==> src/rtl/aes128_pkg.sv <==
// AES-128 shared package: sizes, S-box, round helper functions.
// Used by every file of the block; depends on nothing.
package aes128_pkg;

  localparam int NumRounds  = 10;
  localparam int StoreDepth = 2 * (NumRounds + 1);
  localparam int SlotW      = 5;
  localparam int HalfW      = 64;

  localparam logic FUNC_LOAD    = 1'b0;
  localparam logic FUNC_ENCRYPT = 1'b1;

  typedef logic [127:0] state_t;
  typedef logic [HalfW-1:0] half_t;
  typedef logic [SlotW-1:0] slot_t;

  // S-box
  function automatic logic [7:0] sbox(input logic [7:0] b);
    logic [7:0] r;
    unique case (b)
      8'h00: r=8'h63; 8'h01: r=8'h7c; 8'h02: r=8'h77; 8'h03: r=8'h7b;
      8'h04: r=8'hf2; 8'h05: r=8'h6b; 8'h06: r=8'h6f; 8'h07: r=8'hc5;
      8'h08: r=8'h30; 8'h09: r=8'h01; 8'h0a: r=8'h67; 8'h0b: r=8'h2b;
      8'h0c: r=8'hfe; 8'h0d: r=8'hd7; 8'h0e: r=8'hab; 8'h0f: r=8'h76;
      8'h10: r=8'hca; 8'h11: r=8'h82; 8'h12: r=8'hc9; 8'h13: r=8'h7d;
      8'h14: r=8'hfa; 8'h15: r=8'h59; 8'h16: r=8'h47; 8'h17: r=8'hf0;
      8'h18: r=8'had; 8'h19: r=8'hd4; 8'h1a: r=8'ha2; 8'h1b: r=8'haf;
      8'h1c: r=8'h9c; 8'h1d: r=8'ha4; 8'h1e: r=8'h72; 8'h1f: r=8'hc0;
      8'h20: r=8'hb7; 8'h21: r=8'hfd; 8'h22: r=8'h93; 8'h23: r=8'h26;
      8'h24: r=8'h36; 8'h25: r=8'h3f; 8'h26: r=8'hf7; 8'h27: r=8'hcc;
      8'h28: r=8'h34; 8'h29: r=8'ha5; 8'h2a: r=8'he5; 8'h2b: r=8'hf1;
      8'h2c: r=8'h71; 8'h2d: r=8'hd8; 8'h2e: r=8'h31; 8'h2f: r=8'h15;
      8'h30: r=8'h04; 8'h31: r=8'hc7; 8'h32: r=8'h23; 8'h33: r=8'hc3;
      8'h34: r=8'h18; 8'h35: r=8'h96; 8'h36: r=8'h05; 8'h37: r=8'h9a;
      8'h38: r=8'h07; 8'h39: r=8'h12; 8'h3a: r=8'h80; 8'h3b: r=8'he2;
      8'h3c: r=8'heb; 8'h3d: r=8'h27; 8'h3e: r=8'hb2; 8'h3f: r=8'h75;
      8'h40: r=8'h09; 8'h41: r=8'h83; 8'h42: r=8'h2c; 8'h43: r=8'h1a;
      8'h44: r=8'h1b; 8'h45: r=8'h6e; 8'h46: r=8'h5a; 8'h47: r=8'ha0;
      8'h48: r=8'h52; 8'h49: r=8'h3b; 8'h4a: r=8'hd6; 8'h4b: r=8'hb3;
      8'h4c: r=8'h29; 8'h4d: r=8'he3; 8'h4e: r=8'h2f; 8'h4f: r=8'h84;
      8'h50: r=8'h53; 8'h51: r=8'hd1; 8'h52: r=8'h00; 8'h53: r=8'hed;
      8'h54: r=8'h20; 8'h55: r=8'hfc; 8'h56: r=8'hb1; 8'h57: r=8'h5b;
      8'h58: r=8'h6a; 8'h59: r=8'hcb; 8'h5a: r=8'hbe; 8'h5b: r=8'h39;
      8'h5c: r=8'h4a; 8'h5d: r=8'h4c; 8'h5e: r=8'h58; 8'h5f: r=8'hcf;
      8'h60: r=8'hd0; 8'h61: r=8'hef; 8'h62: r=8'haa; 8'h63: r=8'hfb;
      8'h64: r=8'h43; 8'h65: r=8'h4d; 8'h66: r=8'h33; 8'h67: r=8'h85;
      8'h68: r=8'h45; 8'h69: r=8'hf9; 8'h6a: r=8'h02; 8'h6b: r=8'h7f;
      8'h6c: r=8'h50; 8'h6d: r=8'h3c; 8'h6e: r=8'h9f; 8'h6f: r=8'ha8;
      8'h70: r=8'h51; 8'h71: r=8'ha3; 8'h72: r=8'h40; 8'h73: r=8'h8f;
      8'h74: r=8'h92; 8'h75: r=8'h9d; 8'h76: r=8'h38; 8'h77: r=8'hf5;
      8'h78: r=8'hbc; 8'h79: r=8'hb6; 8'h7a: r=8'hda; 8'h7b: r=8'h21;
      8'h7c: r=8'h10; 8'h7d: r=8'hff; 8'h7e: r=8'hf3; 8'h7f: r=8'hd2;
      8'h80: r=8'hcd; 8'h81: r=8'h0c; 8'h82: r=8'h13; 8'h83: r=8'hec;
      8'h84: r=8'h5f; 8'h85: r=8'h97; 8'h86: r=8'h44; 8'h87: r=8'h17;
      8'h88: r=8'hc4; 8'h89: r=8'ha7; 8'h8a: r=8'h7e; 8'h8b: r=8'h3d;
      8'h8c: r=8'h64; 8'h8d: r=8'h5d; 8'h8e: r=8'h19; 8'h8f: r=8'h73;
      8'h90: r=8'h60; 8'h91: r=8'h81; 8'h92: r=8'h4f; 8'h93: r=8'hdc;
      8'h94: r=8'h22; 8'h95: r=8'h2a; 8'h96: r=8'h90; 8'h97: r=8'h88;
      8'h98: r=8'h46; 8'h99: r=8'hee; 8'h9a: r=8'hb8; 8'h9b: r=8'h14;
      8'h9c: r=8'hde; 8'h9d: r=8'h5e; 8'h9e: r=8'h0b; 8'h9f: r=8'hdb;
      8'ha0: r=8'he0; 8'ha1: r=8'h32; 8'ha2: r=8'h3a; 8'ha3: r=8'h0a;
      8'ha4: r=8'h49; 8'ha5: r=8'h06; 8'ha6: r=8'h24; 8'ha7: r=8'h5c;
      8'ha8: r=8'hc2; 8'ha9: r=8'hd3; 8'haa: r=8'hac; 8'hab: r=8'h62;
      8'hac: r=8'h91; 8'had: r=8'h95; 8'hae: r=8'he4; 8'haf: r=8'h79;
      8'hb0: r=8'he7; 8'hb1: r=8'hc8; 8'hb2: r=8'h37; 8'hb3: r=8'h6d;
      8'hb4: r=8'h8d; 8'hb5: r=8'hd5; 8'hb6: r=8'h4e; 8'hb7: r=8'ha9;
      8'hb8: r=8'h6c; 8'hb9: r=8'h56; 8'hba: r=8'hf4; 8'hbb: r=8'hea;
      8'hbc: r=8'h65; 8'hbd: r=8'h7a; 8'hbe: r=8'hae; 8'hbf: r=8'h08;
      8'hc0: r=8'hba; 8'hc1: r=8'h78; 8'hc2: r=8'h25; 8'hc3: r=8'h2e;
      8'hc4: r=8'h1c; 8'hc5: r=8'ha6; 8'hc6: r=8'hb4; 8'hc7: r=8'hc6;
      8'hc8: r=8'he8; 8'hc9: r=8'hdd; 8'hca: r=8'h74; 8'hcb: r=8'h1f;
      8'hcc: r=8'h4b; 8'hcd: r=8'hbd; 8'hce: r=8'h8b; 8'hcf: r=8'h8a;
      8'hd0: r=8'h70; 8'hd1: r=8'h3e; 8'hd2: r=8'hb5; 8'hd3: r=8'h66;
      8'hd4: r=8'h48; 8'hd5: r=8'h03; 8'hd6: r=8'hf6; 8'hd7: r=8'h0e;
      8'hd8: r=8'h61; 8'hd9: r=8'h35; 8'hda: r=8'h57; 8'hdb: r=8'hb9;
      8'hdc: r=8'h86; 8'hdd: r=8'hc1; 8'hde: r=8'h1d; 8'hdf: r=8'h9e;
      8'he0: r=8'he1; 8'he1: r=8'hf8; 8'he2: r=8'h98; 8'he3: r=8'h11;
      8'he4: r=8'h69; 8'he5: r=8'hd9; 8'he6: r=8'h8e; 8'he7: r=8'h94;
      8'he8: r=8'h9b; 8'he9: r=8'h1e; 8'hea: r=8'h87; 8'heb: r=8'he9;
      8'hec: r=8'hce; 8'hed: r=8'h55; 8'hee: r=8'h28; 8'hef: r=8'hdf;
      8'hf0: r=8'h8c; 8'hf1: r=8'ha1; 8'hf2: r=8'h89; 8'hf3: r=8'h0d;
      8'hf4: r=8'hbf; 8'hf5: r=8'he6; 8'hf6: r=8'h42; 8'hf7: r=8'h68;
      8'hf8: r=8'h41; 8'hf9: r=8'h99; 8'hfa: r=8'h2d; 8'hfb: r=8'h0f;
      8'hfc: r=8'hb0; 8'hfd: r=8'h54; 8'hfe: r=8'hbb; 8'hff: r=8'h16;
      default: r = 8'h00;
    endcase
    return r;
  endfunction

  function automatic logic [7:0] gf_dbl(input logic [7:0] b);
    return {b[6:0], 1'b0} ^ (b[7] ? 8'h1b : 8'h00);
  endfunction

  // byte i sits at bits [127-8i -: 8]
  function automatic logic [7:0] byte_of(input state_t s, input int i);
    return s[127-8*i -: 8];
  endfunction

  // SubBytes + ShiftRows
  function automatic state_t sub_shift(input state_t s);
    state_t t;
    for (int c = 0; c < 4; c++) begin
      for (int r = 0; r < 4; r++) begin
        t[127-8*(r+4*c) -: 8] = sbox(byte_of(s, r + 4*((c + r) & 3)));
      end
    end
    return t;
  endfunction

  function automatic state_t mix_cols(input state_t s);
    state_t t;
    logic [7:0] a0, a1, a2, a3, al;
    for (int c = 0; c < 4; c++) begin
      a0 = byte_of(s, 4*c);
      a1 = byte_of(s, 4*c+1);
      a2 = byte_of(s, 4*c+2);
      a3 = byte_of(s, 4*c+3);
      al = a0 ^ a1 ^ a2 ^ a3;
      t[127-8*(4*c)   -: 8] = a0 ^ al ^ gf_dbl(a0 ^ a1);
      t[127-8*(4*c+1) -: 8] = a1 ^ al ^ gf_dbl(a1 ^ a2);
      t[127-8*(4*c+2) -: 8] = a2 ^ al ^ gf_dbl(a2 ^ a3);
      t[127-8*(4*c+3) -: 8] = a3 ^ al ^ gf_dbl(a3 ^ a0);
    end
    return t;
  endfunction

endpackage

==> src/rtl/aes128_keyreg.sv <==
// Round-key store: one 128-bit register per round key, written in 64-bit halves.
// Each round stage reads its own fixed entry. Depends on aes128_pkg.
module aes128_keyreg
  import aes128_pkg::*;
(
  input  logic   clk,
  input  logic   wr_en,
  input  slot_t  wr_slot,
  input  half_t  wr_data,
  output state_t rkey [NumRounds+1]
);

  state_t key_r [NumRounds+1];

  // half-word writes; slots beyond the depth are dropped
  always_ff @(posedge clk) begin
    for (int k = 0; k <= NumRounds; k++) begin
      if (wr_en && wr_slot == slot_t'(2*k)) begin
        key_r[k][127:64] <= wr_data;
      end
      if (wr_en && wr_slot == slot_t'(2*k+1)) begin
        key_r[k][63:0] <= wr_data;
      end
    end
  end

  assign rkey = key_r;

endmodule
==> config.mk <==
export PLATFORM = sky130hd
export DESIGN_NAME = aes128_keyreg
export DESIGN_NICKNAME = d
export VERILOG_FILES = /design/src/rtl/aes128_pkg.sv /design/src/rtl/aes128_keyreg.sv
export SDC_FILE = /design/constraint.sdc
export NUM_CORES = 1
export LEC_CHECK = 0
export BUFFER_PORTS_ARGS = -buffer_cell sky130_fd_sc_hd__buf_4
export CORE_AREA = 2 2 568 570
export CTS_CLUSTER_SIZE = 8
export DETAILED_ROUTE_END_ITERATION = 8
export DIE_AREA = 0 0 570 572
export MAX_ROUTING_LAYER = met4
export PLACE_DENSITY_LB_ADDON = 0.3
export RECOVER_POWER = 25
export SKIP_CTS_REPAIR_TIMING = 1
export SLEW_MARGIN = 20
export SYNTH_ARGS = -nofsm -noshare
export SYNTH_HDL_FRONTEND = slang
export SYNTH_SLANG_ARGS = --single-unit
==> constraint.sdc <==
create_clock -name clk -period 10.3 [get_ports clk]
set_input_delay 2.06 -clock clk [delete_from_list [all_inputs] [get_ports clk]]
set_output_delay 2.06 -clock clk [all_outputs]
set_load 0.01 [all_outputs]
==> impl_metrics.env, run 1 <==
export IMPL_largest_reg_flops=1408
export IMPL_crit_type="input pin to flop"
export IMPL_grt_first_pass_wirelength_mm=228
export IMPL_crit_family="buffers and inverters"
export IMPL_layout_drive_gt1_share_pct=53.7
export IMPL_min_from="wr_data[44]"
export IMPL_drt_pass1_iterations=5
export IMPL_synthDistinctLibCells=12
export IMPL_mostFrequentLayoutCells="buf_4, edfxtp_1, clkbuf_16"
export IMPL_synth_top_cell_by_area="edfxtp_1"
export IMPL_die_h_um=572
export IMPL_fin_crit_sh_pct=40.1
export IMPL_first_iter_violations=2046
export IMPL_holdWs_ns=1.72
export IMPL_die_area_um2=326000
export IMPL_cp_cell_sequence="buf_4 -> nand2b_1 -> nor4_2 -> buf_4 -> buf_4"
export IMPL_min_period_ns=4.13
export IMPL_power_density_nw_per_um2=196
export IMPL_synth_seq_area_share_pct=99.5
export IMPL_worst_path_most_repeated_cell="buf_4"
export IMPL_synth_nets=1513
export IMPL_hold_depth=1
export IMPL_cts_sinks=1408
export IMPL_via_per_inst=3.11
export IMPL_numCtsBuffers=203
export IMPL_cp_end_kind="flop"
export IMPL_start_util_pct=13.3
export IMPL_avgSynthCellArea_um2=29.5
export IMPL_rows=208
export IMPL_postLayoutCoreUtil_pct=20.2
export IMPL_h_tree_depth=4
export IMPL_grt_max_degree=36
export IMPL_drv_slew=762
export IMPL_placedInstanceArea_um2=59300
export IMPL_wl_mm=182
export IMPL_rsz0062_at_grt="no"
export IMPL_ant_nets=0
export IMPL_hold_path_class="input pin to flop"
export IMPL_path_buf_inv=3
export IMPL_gp_congestion=0.750
export IMPL_grt_pass1_vias=23500
export IMPL_synth_cells=1442
export IMPL_status="finished with violations"
export IMPL_synth_ff_latch_count=1408
export IMPL_preCtsSetupSlack_ns=5.20
export IMPL_dieWidth_um=570
export IMPL_cp_start_kind="input pin"
export IMPL_finalNonFillerCells=7413
export IMPL_crit_required_ns=10.73
export IMPL_cts_tree="built"
export IMPL_vias=23100
export IMPL_violations="capacitance limit, slew limit"
export IMPL_worstPathMaxFanout=35
export IMPL_hold_path_endpoint="rkey[940]"
export IMPL_hold_violations=0
export IMPL_grt_ovfl_total=0
export IMPL_setup_viol_count_final=0
export IMPL_fmaxAchievable_mhz=242
export IMPL_drv_max_cap_violation_count=36
export IMPL_portBuffers=1478
export IMPL_design_area_um2=64700
export IMPL_core_um2=320000
export IMPL_critical_path_slowest_cell="buf_4"
export IMPL_power_mw=12.7
export IMPL_tightest_slew_ns=1.81
export IMPL_slew_headroom_pct=-21.0
export IMPL_clk_pin_slew_worst_paths_ns=0.05
export IMPL_wl_per_cell_um=24.5
export IMPL_final_common_cell="buf_4"
export IMPL_syn_area_um2=42500
export IMPL_setup_tns_ns=0
export IMPL_worstPathArrival_ns=4.56
export IMPL_synth_top_area_share_pct=99.5
export IMPL_cp_slowest_stage_delay_ns=0.79
export IMPL_dp_cells=7163
export IMPL_p_leak_nw=22.6
export IMPL_cts_buffer_depth=4
export IMPL_grt_antenna_before_repair=39
export IMPL_ir_worst_vdd_mv=0.126
export IMPL_track_usage_pct=10.8
export IMPL_fin_ws_ns=6.17
export IMPL_io_pins=1479
export IMPL_synth_area_leaders="edfxtp_1, nor2_1, nand4bb_1, nor3_1, nand2b_1"
export IMPL_cts_root_buf="clkbuf_16"
export IMPL_dp_hpwl_mm=126
export IMPL_area_delta_synth_final_pct=52.2
export IMPL_synth_warnings=0
export IMPL_drc=0
export IMPL_fin_nets=3240
[routing by layer]
layer	wire length, µm	vias to the layer above	track usage (%)
met5	0	-	-
met4	5230	0	3.32
met3	19600	257	4.14
met2	90700	1493	18.2
met1	66000	12000	11.6
li1	-	9327	-
[logic make-up (layout without fill, tap and decap cells)]
logic type    Yosys count  in the layout  synth area share, %
simple gates           33             33                0.442
other cells             0             13                    0
flops                1408           1408                 99.5
buf+inv                 1           1759               0.0265
[Yosys cell counts (all sizes together)]
library cell and n:
nand4bb 3, edfxtp 1408, nand2b 3, nand4b 1, nor3 6, nor3b 1
buf 1, nand2 3, nor2 14, nor4 1, or4b 1
[where the power goes]
part           switching [mW]  internal (mW)  leakage, nW
Combinational           0.261         0.0815         7.23
Sequential             0.0201           6.39         12.7
Clock                    2.42           3.53         2.68
Total                    2.70           10.0         22.6
[layout make-up]
type                    instances  area (µm²)
repair buffers               1523       11300
clock inverters                26         390
well taps                    4200        5260
flip-flops and latches       1408       42300
multi-input cells              33         342
diodes                         13        32.5
clock buffers                 210        5110
fillers                     33700      255000
[how the worst max path moves through the flow]
stage	to	from	slack, ns	cells past startpoint
finish	rkey[120]	wr_slot[3]	6.17	5
global route	rkey[106]	wr_slot[3]	6.08	5
CTS	rkey[106]	wr_slot[3]	6.14	5
detailed placement	rkey[101]	wr_slot[3]	5.20	5
global placement	rkey[12]	wr_slot[3]	5.28	4
floorplan	rkey[100]	wr_slot[3]	1.26	2
Power figures use the tool's default switching activity.
==> run 2, diff against run 1 <==
==> constraint.sdc (replaced) <==
create_clock -name clk -period 3.8 [get_ports clk]
set_input_delay 0.76 -clock clk [delete_from_list [all_inputs] [get_ports clk]]
set_output_delay 0.76 -clock clk [all_outputs]
set_load 0.01 [all_outputs]
==> run 2 against run 1 <==
Largest cell class unchanged. Routed wire length fell by 0.26%. Die area did not move. Critical path type is now flop to primary output. Clock-buffer cell count fell by 2. Sequential cell count did not move. Setup slack got worse by 4.9 ns. The flow still finishes with violations (capacitance limit, slew limit). Highest routed layer unchanged. Combinational power rose to 2.7 times the previous value. Final area rose by 0.40%.
==> impl_metrics.env, run 2 (synthesized netlist as in run 1, its figures left out) <==
export IMPL_gp_congestion=0.766
export IMPL_power_switching_mw=7.29
export IMPL_violations="capacitance limit, slew limit"
export IMPL_die_area_um2=326000
export IMPL_startpoint="rkey[819]"
export IMPL_power_density_nw_per_um2=529
export IMPL_largest_reg_flops=1408
export IMPL_rsz0062_at_grt="no"
export IMPL_cts_buffer_depth=4
export IMPL_slew_headroom_pct=-29.3
export IMPL_cts_sinks=1408
export IMPL_setup_tns_ns=0
export IMPL_core_um2=320000
export IMPL_drv_max_cap_violation_count=35
export IMPL_drc=0
export IMPL_crit_family="flip-flops"
export IMPL_cts_tree="built"
export IMPL_first_iter_violations=2064
export IMPL_rows=208
export IMPL_cts_root_buf="clkbuf_16"
export IMPL_min_period_ns=2.58
export IMPL_grt_pass1_vias=23500
export IMPL_cp_start_kind="flop"
export IMPL_portBuffers=1478
export IMPL_postLayoutCoreUtil_pct=20.3
export IMPL_final_common_cell="buf_4"
export IMPL_design_area_um2=64900
export IMPL_drv_slew=808
export IMPL_area_delta_synth_final_pct=52.8
export IMPL_path_buf_inv=1
export IMPL_mostFrequentLayoutCells="buf_4, edfxtp_1, clkbuf_16"
export IMPL_hold_path_class="input pin to flop"
export IMPL_ant_nets=0
export IMPL_dp_cells=7171
export IMPL_hold_violations=0
export IMPL_setup_viol_count_final=0
export IMPL_seq_power_share_pct=50.6
export IMPL_start_util_pct=13.3
export IMPL_power_internal_mw=27.1
export IMPL_critical_path_slowest_cell="edfxtp_1"
export IMPL_die_h_um=572
export IMPL_numCtsBuffers=202
export IMPL_fin_nets=3246
export IMPL_track_usage_pct=10.8
export IMPL_grt_ovfl_total=0
export IMPL_cp_slowest_stage_delay_ns=0.73
export IMPL_fmaxAchievable_mhz=388
export IMPL_io_pins=1479
export IMPL_finalNonFillerCells=7415
export IMPL_vias=23100
export IMPL_grt_max_degree=65
export IMPL_holdWs_ns=0.428
export IMPL_fin_crit_sh_pct=67.8
export IMPL_h_tree_depth=4
export IMPL_worstPathArrival_ns=1.82
export IMPL_via_per_inst=3.11
export IMPL_min_from="wr_data[28]"
export IMPL_clk_pin_slew_worst_paths_ns=0.05
export IMPL_cp_cell_sequence="buf_4"
export IMPL_worstPathMaxFanout=1
export IMPL_clkPwrFrac_pct=46.7
export IMPL_p_leak_nw=22.7
export IMPL_status="finished with violations"
export IMPL_grt_first_pass_wirelength_mm=228
export IMPL_drt_pass1_iterations=6
export IMPL_cp_end_kind="primary output"
export IMPL_dieWidth_um=570
export IMPL_grt_antenna_before_repair=40
export IMPL_switching_share_pct=21.2
export IMPL_wl_mm=181
export IMPL_placedInstanceArea_um2=59600
export IMPL_wl_per_cell_um=24.4
export IMPL_crit_required_ns=3.04
export IMPL_tightest_slew_ns=1.94
export IMPL_ir_worst_vdd_mv=0.395
export IMPL_hold_depth=1
export IMPL_layout_drive_gt1_share_pct=53.8
export IMPL_cp_depth=1
export IMPL_dp_hpwl_mm=126
export IMPL_crit_type="flop to primary output"
export IMPL_p_comb_share_pct=2.7
[run 2: cell types whose count changed in the layout (fill, tap and decap cells not counted), sizes merged]
cell / delta
buf: +5
bufinv: -1
clkinv: -6
clkinvlp: +2
diode: +2
[run 2: final cells by class]
class / count / area (µm²)
fill: 33700 / 255000
sequential: 1408 / 42300
timing repair buffer: 1530 / 11500
tap: 4200 / 5260
clock buffer: 208 / 5100
multi-input combinational: 33 / 382
clock inverter: 21 / 377
antenna: 15 / 37.5
[run 2: final timing paths]
check / endpoint / slack [ns]
worst max-delay path: rkey[819] / 1.22
worst min-delay path: rkey[988] / 0.43
[run 2: layer usage]
metal / GRT usage [%] / vias to the layer above / routed length (µm)
li1: - / 9337 / -
met1: 11.8 / 11900 / 66400
met2: 17.7 / 1515 / 88500
met3: 4.38 / 284 / 20700
met4: 3.54 / 0 / 5470
met5: - / - / 0
[run 2: through the flow]
stage | worst slack (ns) | total power, mW
2_1_floorplan | -0.819 | 17.8
3_3_place_gp | 0.871 | 18.7
3_5_place_dp | 0.838 | 18.7
4_1_cts | 1.12 | 34.9
5_1_grt | 1.12 | 35.5
6_report | 1.22 | 34.4
[run 2: power groups by stage]
stage / Clock, mW / Combinational [mW] / Sequential, mW
after global placement: 0 / 0.997 / 17.7
after floorplan: 0 / 0.0509 / 17.8
after CTS: 16.6 / 0.997 / 17.4
after global routing: 17.1 / 0.987 / 17.4
final: 16.0 / 0.937 / 17.4
after detailed placement: 0 / 0.998 / 17.7
